## src/sv/hpg_pkg.sv

```systemverilog
// Shared types and constants of the Halton point generator.
package hpg_pkg;

  localparam int IndexW = 32;
  localparam int CoordW = 32;
  localparam int BaseW  = 6;
  localparam int DimW   = 3;
  localparam int NumBaseRegs = 6;

  // Wide enough for the mirrored digits and for base^digits (below 2^38).
  localparam int AccW = 38;

  // Register indexes on the configuration port.
  localparam logic [2:0] RegDimCount = 3'd0;
  localparam logic [2:0] RegBase0    = 3'd1;

  typedef logic [BaseW-1:0] base_t;

  localparam base_t BaseReset [NumBaseRegs] = '{
    6'd2, 6'd3, 6'd5, 6'd7, 6'd11, 6'd13
  };

  // Request to the radical inverse unit.
  typedef struct packed {
    logic              start;
    logic [IndexW-1:0] index;
    base_t             base;
  } hpg_req_t;

  // Answer of the radical inverse unit.
  typedef struct packed {
    logic              done;
    logic [CoordW-1:0] coord;
  } hpg_rsp_t;

endpackage

```

## src/sv/hpg_radinv.sv

```systemverilog
// Iterative radical inverse unit: digit peeling and fraction division.
module hpg_radinv
  import hpg_pkg::*;
(
  input  logic     clk,
  input  logic     rst,
  input  hpg_req_t req,
  output hpg_rsp_t rsp
);

  localparam logic [2:0] S_IDLE  = 3'd0;
  localparam logic [2:0] S_RECIP = 3'd1;
  localparam logic [2:0] S_MULQ  = 3'd2;
  localparam logic [2:0] S_MULR  = 3'd3;
  localparam logic [2:0] S_ACC   = 3'd4;
  localparam logic [2:0] S_FSET  = 3'd5;
  localparam logic [2:0] S_FINAL = 3'd6;

  logic [2:0]        state;
  logic [IndexW-1:0] n;
  base_t             b;
  logic [CoordW-1:0] recip;
  logic [IndexW-1:0] qest;
  logic [6:0]        rem0;
  logic [AccW-1:0]   mirrored;
  logic [AccW-1:0]   scale;

  // Shared restoring divider, one quotient bit a cycle.
  logic [AccW-1:0]   rem;
  logic [AccW-1:0]   dvs;
  logic [CoordW-1:0] quo;
  logic [4:0]        cnt;
  logic [AccW:0]     rem_sh;
  logic [AccW:0]     rem_sub;
  logic              div_ge;
  logic [AccW-1:0]   rem_next;
  logic [CoordW-1:0] quo_next;

  logic              done;
  logic [CoordW-1:0] coord;

  base_t             base_eff;
  logic [63:0]       nprod;
  logic [43:0]       qb;
  logic [IndexW-1:0] ndiff;
  logic              fix_ge;
  logic [6:0]        fix_sub;
  base_t             digit;
  logic [IndexW-1:0] nq;
  logic [43:0]       mprod;
  logic [43:0]       sprod;

  assign rsp.done  = done;
  assign rsp.coord = coord;

  assign base_eff = (req.base < 6'd2) ? 6'd2 : req.base;

  assign rem_sh   = {rem, 1'b0};
  assign rem_sub  = rem_sh - {1'b0, dvs};
  assign div_ge   = (rem_sh >= {1'b0, dvs});
  assign rem_next = div_ge ? rem_sub[AccW-1:0] : rem_sh[AccW-1:0];
  assign quo_next = {quo[CoordW-2:0], div_ge};

  // Quotient estimate from the reciprocal; low by at most one.
  assign nprod = {32'd0, n} * {32'd0, recip};
  assign qb    = {12'd0, qest} * {38'd0, b};
  assign ndiff = n - qb[IndexW-1:0];

  assign fix_ge  = (rem0 >= {1'b0, b});
  assign fix_sub = rem0 - {1'b0, b};
  assign digit   = fix_ge ? fix_sub[BaseW-1:0] : rem0[BaseW-1:0];
  assign nq      = qest + {31'd0, fix_ge};
  assign mprod   = {6'd0, mirrored} * {38'd0, b};
  assign sprod   = {6'd0, scale} * {38'd0, b};

  always_ff @(posedge clk) begin
    if (rst) begin
      state <= S_IDLE;
      done  <= 1'b0;
    end else begin
      done <= 1'b0;
      case (state)
        S_IDLE: begin
          if (req.start) begin
            n        <= req.index;
            b        <= base_eff;
            rem      <= AccW'(1);
            dvs      <= {32'd0, base_eff};
            quo      <= '0;
            cnt      <= '0;
            mirrored <= '0;
            scale    <= AccW'(1);
            state    <= S_RECIP;
          end
        end
        S_RECIP: begin
          rem <= rem_next;
          quo <= quo_next;
          cnt <= cnt + 5'd1;
          if (cnt == 5'd31) begin
            recip <= quo_next;
            state <= (n == '0) ? S_FSET : S_MULQ;
          end
        end
        S_MULQ: begin
          qest  <= nprod[63:32];
          state <= S_MULR;
        end
        S_MULR: begin
          rem0  <= ndiff[6:0];
          state <= S_ACC;
        end
        S_ACC: begin
          mirrored <= mprod[AccW-1:0] + {32'd0, digit};
          scale    <= sprod[AccW-1:0];
          n        <= nq;
          state    <= (nq == '0) ? S_FSET : S_MULQ;
        end
        S_FSET: begin
          rem   <= mirrored;
          dvs   <= scale;
          quo   <= '0;
          cnt   <= '0;
          state <= S_FINAL;
        end
        S_FINAL: begin
          rem <= rem_next;
          quo <= quo_next;
          cnt <= cnt + 5'd1;
          if (cnt == 5'd31) begin
            coord <= quo_next;
            done  <= 1'b1;
            state <= S_IDLE;
          end
        end
        default: begin
          state <= S_IDLE;
        end
      endcase
    end
  end

endmodule

```

## src/sv/halton_point_generator_top.sv

```systemverilog
// Top level of the Halton point generator: configuration, sequencing and output.
//
// Each accepted input item whose request bit is set produces one Halton point as a
// burst of output items, one per active dimension in ascending order, the last one
// marked with tlast. A coordinate is the radical inverse of the running point index
// in the base held for that dimension (2 for a base below 2), truncated to an
// unsigned 0.32 fraction. The index starts at 1 after reset, rises by one per
// point and wraps from its maximum back to 1; an item with the request bit clear
// is taken and produces nothing. All coordinates come from a single radical
// inverse unit that is used once per dimension. For one coordinate it first
// forms the reciprocal of the base by a 32-step division, then peels one base
// digit per pass of three steps (multiply by the reciprocal, back-multiply,
// correct and accumulate), and finally divides the mirrored digits by
// base^digits in another 32 steps. The block takes no new input item until the
// last coordinate of the current point has been accepted. Configuration writes
// are meant to be made only while the block is idle.
module halton_point_generator_top
  import hpg_pkg::*;
#(
  parameter int MAX_DIMS = 6
) (
  input  logic              clk,
  input  logic              rst,
  // Input items
  input  logic              s_tvalid,
  output logic              s_tready,
  input  logic [7:0]        s_tdata,   // [0] request, [7:1] zero
  // Output items
  output logic              m_tvalid,
  input  logic              m_tready,
  output logic [CoordW-1:0] m_tdata,   // [31:0] coordinate
  output logic [DimW-1:0]   m_tuser,   // [2:0] dim_index
  output logic              m_tlast,   // last_coord
  // Configuration writes
  input  logic              cfg_we,
  input  logic [2:0]        cfg_addr,
  input  logic [BaseW-1:0]  cfg_wdata
);

  localparam int SelW = (MAX_DIMS > 1) ? $clog2(MAX_DIMS) : 1;

  localparam logic [1:0] S_IDLE   = 2'd0;
  localparam logic [1:0] S_LAUNCH = 2'd1;
  localparam logic [1:0] S_CALC   = 2'd2;
  localparam logic [1:0] S_SEND   = 2'd3;

  logic [1:0]        state;
  logic [DimW-1:0]   dim_count;
  base_t             base_regs [MAX_DIMS];
  logic [IndexW-1:0] point_index;
  logic [DimW-1:0]   dim;
  logic [DimW-1:0]   last_dim;
  logic [DimW-1:0]   dims_eff;

  hpg_req_t ri_req;
  hpg_rsp_t ri_rsp;

  logic in_fire;
  logic out_fire;

  assign s_tready = (state == S_IDLE);
  assign in_fire  = s_tvalid && s_tready;
  assign out_fire = m_tvalid && m_tready;

  // A count of zero means one coordinate; counts above the build limit saturate.
  always_comb begin
    if (dim_count == '0) begin
      dims_eff = DimW'(1);
    end else if (dim_count > DimW'(MAX_DIMS)) begin
      dims_eff = DimW'(MAX_DIMS);
    end else begin
      dims_eff = dim_count;
    end
  end

  assign ri_req.start = (state == S_LAUNCH);
  assign ri_req.index = point_index;
  assign ri_req.base  = base_regs[dim[SelW-1:0]];

  hpg_radinv u_radinv (
    .clk (clk),
    .rst (rst),
    .req (ri_req),
    .rsp (ri_rsp)
  );

  // Configuration registers; writes to bases beyond the build limit are dropped.
  always_ff @(posedge clk) begin
    if (rst) begin
      dim_count <= DimW'(1);
    end else if (cfg_we && (cfg_addr == RegDimCount)) begin
      dim_count <= cfg_wdata[DimW-1:0];
    end
  end

  for (genvar k = 0; k < MAX_DIMS; k++) begin : g_base
    always_ff @(posedge clk) begin
      if (rst) begin
        base_regs[k] <= BaseReset[k];
      end else if (cfg_we && (cfg_addr == RegBase0 + 3'(k))) begin
        base_regs[k] <= cfg_wdata;
      end
    end
  end

  // Point sequencer: one coordinate at a time, each held until it is taken.
  always_ff @(posedge clk) begin
    if (rst) begin
      state       <= S_IDLE;
      m_tvalid    <= 1'b0;
      point_index <= IndexW'(1);
      dim         <= '0;
      last_dim    <= '0;
    end else begin
      case (state)
        S_IDLE: begin
          if (in_fire && s_tdata[0]) begin
            dim      <= '0;
            last_dim <= dims_eff - DimW'(1);
            state    <= S_LAUNCH;
          end
        end
        S_LAUNCH: begin
          state <= S_CALC;
        end
        S_CALC: begin
          if (ri_rsp.done) begin
            m_tdata  <= ri_rsp.coord;
            m_tuser  <= dim;
            m_tlast  <= (dim == last_dim);
            m_tvalid <= 1'b1;
            state    <= S_SEND;
          end
        end
        S_SEND: begin
          if (out_fire) begin
            m_tvalid <= 1'b0;
            if (m_tlast) begin
              point_index <= (point_index == '1) ? IndexW'(1)
                                                 : point_index + IndexW'(1);
              state       <= S_IDLE;
            end else begin
              dim   <= dim + DimW'(1);
              state <= S_LAUNCH;
            end
          end
        end
        default: begin
          state <= S_IDLE;
        end
      endcase
    end
  end

endmodule

```

## config.mk

```make
export PLATFORM = sky130hd
export DESIGN_NAME = halton_point_generator_top
export DESIGN_NICKNAME = d
export VERILOG_FILES = /design/src/sv/hpg_pkg.sv /design/src/sv/hpg_radinv.sv /design/src/sv/halton_point_generator_top.sv
export SDC_FILE = /design/constraint.sdc
export NUM_CORES = 2
export LEC_CHECK = 0
export BUFFER_PORTS_ARGS = -buffer_cell sky130_fd_sc_hd__buf_2
export CAP_MARGIN = 5
export CORE_ASPECT_RATIO = 1.5
export CORE_MARGIN = 3
export CORE_UTILIZATION = 50
export CTS_BUF_LIST = sky130_fd_sc_hd__clkbuf_16
export DETAILED_ROUTE_END_ITERATION = 16
export PLACE_DENSITY = 0.65
export REMOVE_ABC_BUFFERS = 1
export SKIP_CTS_REPAIR_TIMING = 1
export SLEW_MARGIN = 5
export SYNTH_ARGS = -nofsm -noshare
export SYNTH_HDL_FRONTEND = slang
export SYNTH_SLANG_ARGS = --single-unit
```

## constraint.sdc

```tcl
create_clock -name clk -period 15.5 [get_ports clk]
set_clock_uncertainty 0.2 [all_clocks]
set_input_delay 1.55 -clock clk [delete_from_list [all_inputs] [get_ports clk]]
set_output_delay 1.55 -clock clk [all_outputs]
set_load 0.03 [all_outputs]
```

Word level (Yosys, flattened, before mapping)
Memory sizes are Yosys's and may differ from the RTL's. A register that Yosys moved wholly into a read port is not among the register bits.
Index checks and enable logic that the tools add are counted.
{"block": "classes", "add_sub_neg": 9, "multipliers": 4, "n_div": 0, "order_cmp": 4, "n_eq_ne": 25, "n_shift": 0, "mux": 66, "bitwise_logic": 8, "n_reduce_logical": 38}
{"cell": "38-bit case mux with 2 select lines", "n": 3}
{"cell": "38-bit 2-to-1 mux", "n": 4}
{"cell": "38-bit case mux with 3 select lines", "n": 1}
{"cell": "31-bit case mux with 3 select lines", "n": 1}
{"cell": "38-bit by 6-bit multiplier with 38-bit output", "n": 2}
{"cell": "32-bit zero test", "n": 2}
{"cell": "32-bit by 32-bit multiplier with 64-bit output", "n": 1}
{"cell": "32-bit 2-to-1 mux", "n": 2}
{"cell": "32-bit case mux with 2 select lines", "n": 1}
{"cell": "6-bit 2-to-1 mux", "n": 8}
{"cell": "39-bit by 38-bit greater-or-equal comparator with 1-bit output", "n": 1}
{"cell": "38-bit by 6-bit adder with 38-bit output", "n": 1}
{"cell": "38-bit subtractor", "n": 1}
{"cell": "3-bit 2-to-1 mux", "n": 12}
{"cell": "3-bit AND reduction", "n": 11}
{"cell": "32-bit by 1-bit adder with 32-bit output", "n": 1}
{"cell": "32-bit by 1-bit adder with 32-bit output, second input constant", "n": 1}
{"cell": "32-bit equality test, second input constant", "n": 1}
{"cell": "32-bit by 6-bit multiplier with 7-bit output", "n": 1}
{"cell": "31-bit 2-to-1 mux", "n": 1}
{"cell": "1-bit 2-to-1 mux", "n": 24}
{"cell": "3-bit case mux with 7 select lines", "n": 1}
{"cell": "3-bit equality test, second input constant", "n": 6}
{"cell": "5-bit case mux with 3 select lines", "n": 1}
{"cell": "other kinds (31)", "n": 66}
{"block": "totals", "reg_bits": 413, "latchBits": 0, "ramBits": 36, "mem_bits_ro": 0, "in_bits": 22, "output_inout_bits": 38, "wordCells": 178, "n_memories": 1}
{"name": "base_regs", "words": 6, "width": 6, "read_ports": 1, "rd_ports_with_merged_regs": 1, "write_ports": 6, "line_no": "halton_point_generator_top.sv:49", "rtl": "base_t base_regs [MAX_DIMS];"}

Logic depth before layout (Yosys ltp)
{"block": "logic_depth", "word_depth": 7, "ltp_mapped": 29, "mapped_depth_nobuf": 27}

By module
From an unflattened synthesis, not the netlist that was laid out.
{"block": "hier_totals", "hier_cells": 6703, "hier_area_um2": 65270.1}
{"module": "hpg_radinv", "instances": 1, "cells_each": 6282, "area_per_inst_um2": 60200.2, "seq_area_each_um2": 9959.6}
{"module": "halton_point_generator_top", "instances": 1, "cells_each": 421, "area_per_inst_um2": 5069.9, "seq_area_each_um2": 3103.0}

Least setup slack after synthesis
OpenSTA, ideal clock, no wires.
{"block": "synth_path", "path_kind": "input port to flip-flop", "startpoint": "in rst", "endpoint": "reg u_radinv.mirrored[0], enable pin", "setup_time_ps": 724, "arrival_ps": 9562, "t_required_ps": 14576, "path_slack_ps": 5014, "path_stages": 3, "path_buffers": 2, "cell_sequence": "buf_1 > clkbuf_1 > o21ai_0"}
{"block": "synth_via", "elab_chain_cells": 2}
{"element": "from (decl)", "line_no": "halton_point_generator_top.sv:23", "rtl": "input logic rst,"}
{"element": "1-bit NOT (no line)"}
{"element": "3-bit AND reduction (no line)"}
{"element": "to (signal assigned)", "line_no": "hpg_radinv.sv:114", "rtl": "mirrored <= mprod[AccW-1:0] + {32'd0, digit};"}
{"element": "to (decl)", "line_no": "hpg_radinv.sv:25", "rtl": "logic [AccW-1:0] mirrored;"}
No other way between the ends.
A chain may end at the register's enable or synchronous reset.

Worst setup path after layout
{"block": "layout_path", "startpoint": "reg u_radinv.n[26]", "endpoint": "reg u_radinv.qest[19], data pin"}
{"block": "layout_via", "elab_chain_cells": 1}
{"element": "from (decl)", "line_no": "hpg_radinv.sv:20", "rtl": "logic [IndexW-1:0] n;"}
{"element": "from (signal assigned)", "line_no": "hpg_radinv.sv:85", "rtl": "n <= req.index;"}
{"element": "from (signal assigned)", "line_no": "hpg_radinv.sv:116", "rtl": "n <= nq;"}
{"element": "32-bit by 32-bit multiplier with 64-bit output", "line_no": "hpg_radinv.sv:65", "rtl": "assign nprod = {32'd0, n} * {32'd0, recip};"}
{"element": "via u_radinv.nprod[51]", "line_no": "hpg_radinv.sv:43", "rtl": "logic [63:0] nprod;"}
{"element": "to (signal assigned)", "line_no": "hpg_radinv.sv:106", "rtl": "qest <= nprod[63:32];"}
{"element": "to (decl)", "line_no": "hpg_radinv.sv:23", "rtl": "logic [IndexW-1:0] qest;"}
The timed path passes the listed nets, and every way through them passes these cells.

==> metrics.md <==
| Metric | Value |
|---|---|
| Status | finished clean |
| Tcrit/Tclk final | 60.41% |
| Final Instance Count excl. Fillers | 8506 |
| Cells after Synth | 6870 |
| Setup violators final | 0 |
| GR Util All Layers | 27.91% |
| WL per Instance | 21.67 um |
| Placed cells | 8413 |
| Remaining DRCs | 0 |
| RD Place Congestion | 0.9521 |
| Clock sinks | 452 |
| Initial antenna violation count | 6 |
| CP startpoint kind | flop |
| Largest net degree at the start of global routing | 74 |
| Vias | 48320 |
| Mean Syn Cell Area | 9.620 um2 |
| Slew HR | 19.19% |
| Max-Cap Viols | 0 |
| Port bufs | 52 |
| Crit. End Element | flop |
| Area grow syn2layout | 5.568% |
| Clock buffer count from CTS | 49 |
| Area share of the largest cell type after synthesis | 35.65% |
| Detail Placement HPWL | 135.9 mm |
| Commonest cells in the netlist | inv_1 (1193), fa_1 (1177), nand2_1 (1066), and2_1 (698), ha_1 (447) |
| CP Class | reg -> reg |
| Area of the multi-input gates | 0.04735 mm2 |
| Initial DRC Count | 2800 |
| First-pass GRT wire length | 293.8 mm |
| 1st-pass router iterations | 6 |
| Critical path data arrival time | 9570 ps |
| Yosys Warn Count | 0 |
| Detail Route Antenna Nets | 0 |
| Core Region | 0.1305 mm2 |
| Die X-Extent | 302.9 um |
| Final Slew Violations | 0 |
| Die area | 0.1367 mm2 |
| Skew-Pair Late Insertion Delay | 670 ps |
| Layout cells sized above 1 | 4.262% |
| Endpoints failing hold | 0 |
| Hold crit path type | reg -> reg |
| Clock transition at path regs | 60 ps |
| RSZ-0062 raised after global routing | no |
| Synthesized cell area | 0.06609 mm2 |
| Async SR Flop Fraction | 0% |
| Setup_tns | 0 ps |
| FMAX | 106.8 MHz |
| Routed WL | 184.4 mm |
| Top-count cell post-synth | inv_1 |
| Fin area | 0.06977 mm2 |
| Vias in the first global route | 53040 |
| Final hold slack | 218.9 ps |
| DP Area | 0.06809 mm2 |
| Critical path fanouts, max | 19 |
| Grt ovf | 0 |
| Min cycle time layout | 9363 ps |
| Clock tree buffer depth | 3 |
| Row Count | 162 |
| Yosys reg bits | 452 |
| Clk root buf | clkbuf_16 |
| Worst Tran Pin Value | 1208 ps |
| Data required, critical path | 15710 ps |
| Initial Utilization | 50.63% |
| Register area | 0.01306 mm2 |
| Register area share after synthesis | 19.76% |
| Final #Nets | 8388 |
| CTS tree | done |
| FILL cells | 11810 |
| Unique masters post-synth | 89 |
| Top Ports | 60 |
| Post-synth EDFFs | 401 |
| Die H | 451.3 um |
| Vias/cell | 5.680 |
| H-tree levels | 2 |
| Most used DFF post-synth | edfxtp_1 |
| Synth area leaders | fa_1 (36%), edfxtp_1 (18%), ha_1 (8.5%), inv_1 (6.8%), and2_1 (6.6%) |
| Biggest area consumer among synthesized cells | fa_1 |
[path summary, 6_finish.rpt]
kind	startpoint	to	slack, ps	cells past startpoint
setup / recovery	u_radinv.n[26]	u_radinv.qest[19]	6140	23
hold / removal	u_radinv.coord[26]	m_tdata[26]	220	0
setup reg to reg	u_radinv.n[26]	u_radinv.qest[19]	6140	23
hold reg to reg	u_radinv.coord[26]	m_tdata[26]	220	0
[flip-flops by register name (all words and copies together) (netlist names), 5 cells and up, named ones only]
| signal | flops |
|---|---|
| u_radinv.dvs | 38 |
| u_radinv.quo | 31 |
| u_radinv.qest | 32 |
| u_radinv.b | 6 |
| point_index | 32 |
| u_radinv.recip | 32 |
| u_radinv.coord | 32 |
| base_regs | 36 |
| u_radinv.scale | 38 |
| u_radinv.mirrored | 38 |
| u_radinv.rem0 | 7 |
| u_radinv.rem | 38 |
| u_radinv.cnt | 5 |
| u_radinv.n | 32 |
| m_tdata | 32 |
[metal layers]
metal,vias up,global-route usage [%],routed length [um]
met4,4,18.22,14160
met1,24860,30.01,62600
met2,1591,51.07,98200
li1,21190,-,-
met5,-,0,29
met3,668,3.399,9378
[cells by family (layout without fill, tap and decap cells)]
family                   after synthesis  count (layout)  share of synthesized area, %
AND/OR/NAND/NOR                     2384            2384                         17.67
adder cells (fa/ha/maj)             1625            1625                         44.13
buffers and inverters               1528            1439                         8.716
AO/OA/AOI/OAI                        627             627                         6.174
flip-flops                           452             452                         19.76
XOR/XNOR                             227             227                         3.008
multiplexers                          27              27                        0.5320
other                                  0               3                             0
[final cells by class]
class | instances | share of cell area, %
clock inverters | 41 | 0.6438
clock buffers | 49 | 1.757
multi-input cells | 4890 | 67.87
repair buffers | 156 | 1.492
flip-flops and latches | 452 | 18.72
diodes | 3 | 0.01076
well taps | 1722 | 3.088
inverters | 1193 | 6.418
[stage by stage]
step / setup slack [ps] / util (%)
5_1_grt: 5925 / 53.45
2_1_floorplan: 3648 / -
3_5_place_dp: 6281 / 52.16
4_1_cts: 6256 / 53.44
3_3_place_gp: 6386 / 52.16
6_report: 6137 / 53.45
[placed cells by master (no fill, tap or decap), types with 7 or more instances in the layout]
master and count:
xor2_1 83, nand2_1 1065, fa_1 1177, o41ai_1 7, clkbuf_16 49, a21o_1 69, or3_1 9, a211o_1 9
inv_1 1197, and3_1 67, o21bai_1 21, and4_1 12, nor2b_1 21, nor3_1 72, or2_2 7, xnor2_1 144
o31a_1 7, nand4_1 60, and2_1 698, nand3_1 49, o31ai_1 25, o21ai_0 140, a211oi_1 23, clkinv_2 10
buf_4 104, nor3b_1 7, mux2i_1 16, a21oi_1 159, nor2_1 215, edfxtp_1 401, buf_2 52, o211ai_1 28
a31oi_1 23, ha_1 447, o311ai_0 13, nand2b_1 37, dfxtp_1 50, o21a_1 29, nor4_1 25
[critical path, stage by stage (launching register included)]
cell,delay (ps)
edfxtp_1,850
buf_4,460
and2_1,220
fa_1,420
inv_1,80
fa_1,420
fa_1,470
fa_1,550
inv_1,60
fa_1,490
fa_1,600
fa_1,440
fa_1,660
ha_1,330
nand2_1,100
o21ai_0,180
nor2_1,140
nand4_1,110
a221oi_1,770
o41ai_1,200
buf_4,210
o41ai_1,680
o21ai_0,240
xor2_1,190
Power is not shown: default switching activity piles up to over one toggle a cycle in this logic, so the estimate is an artifact.
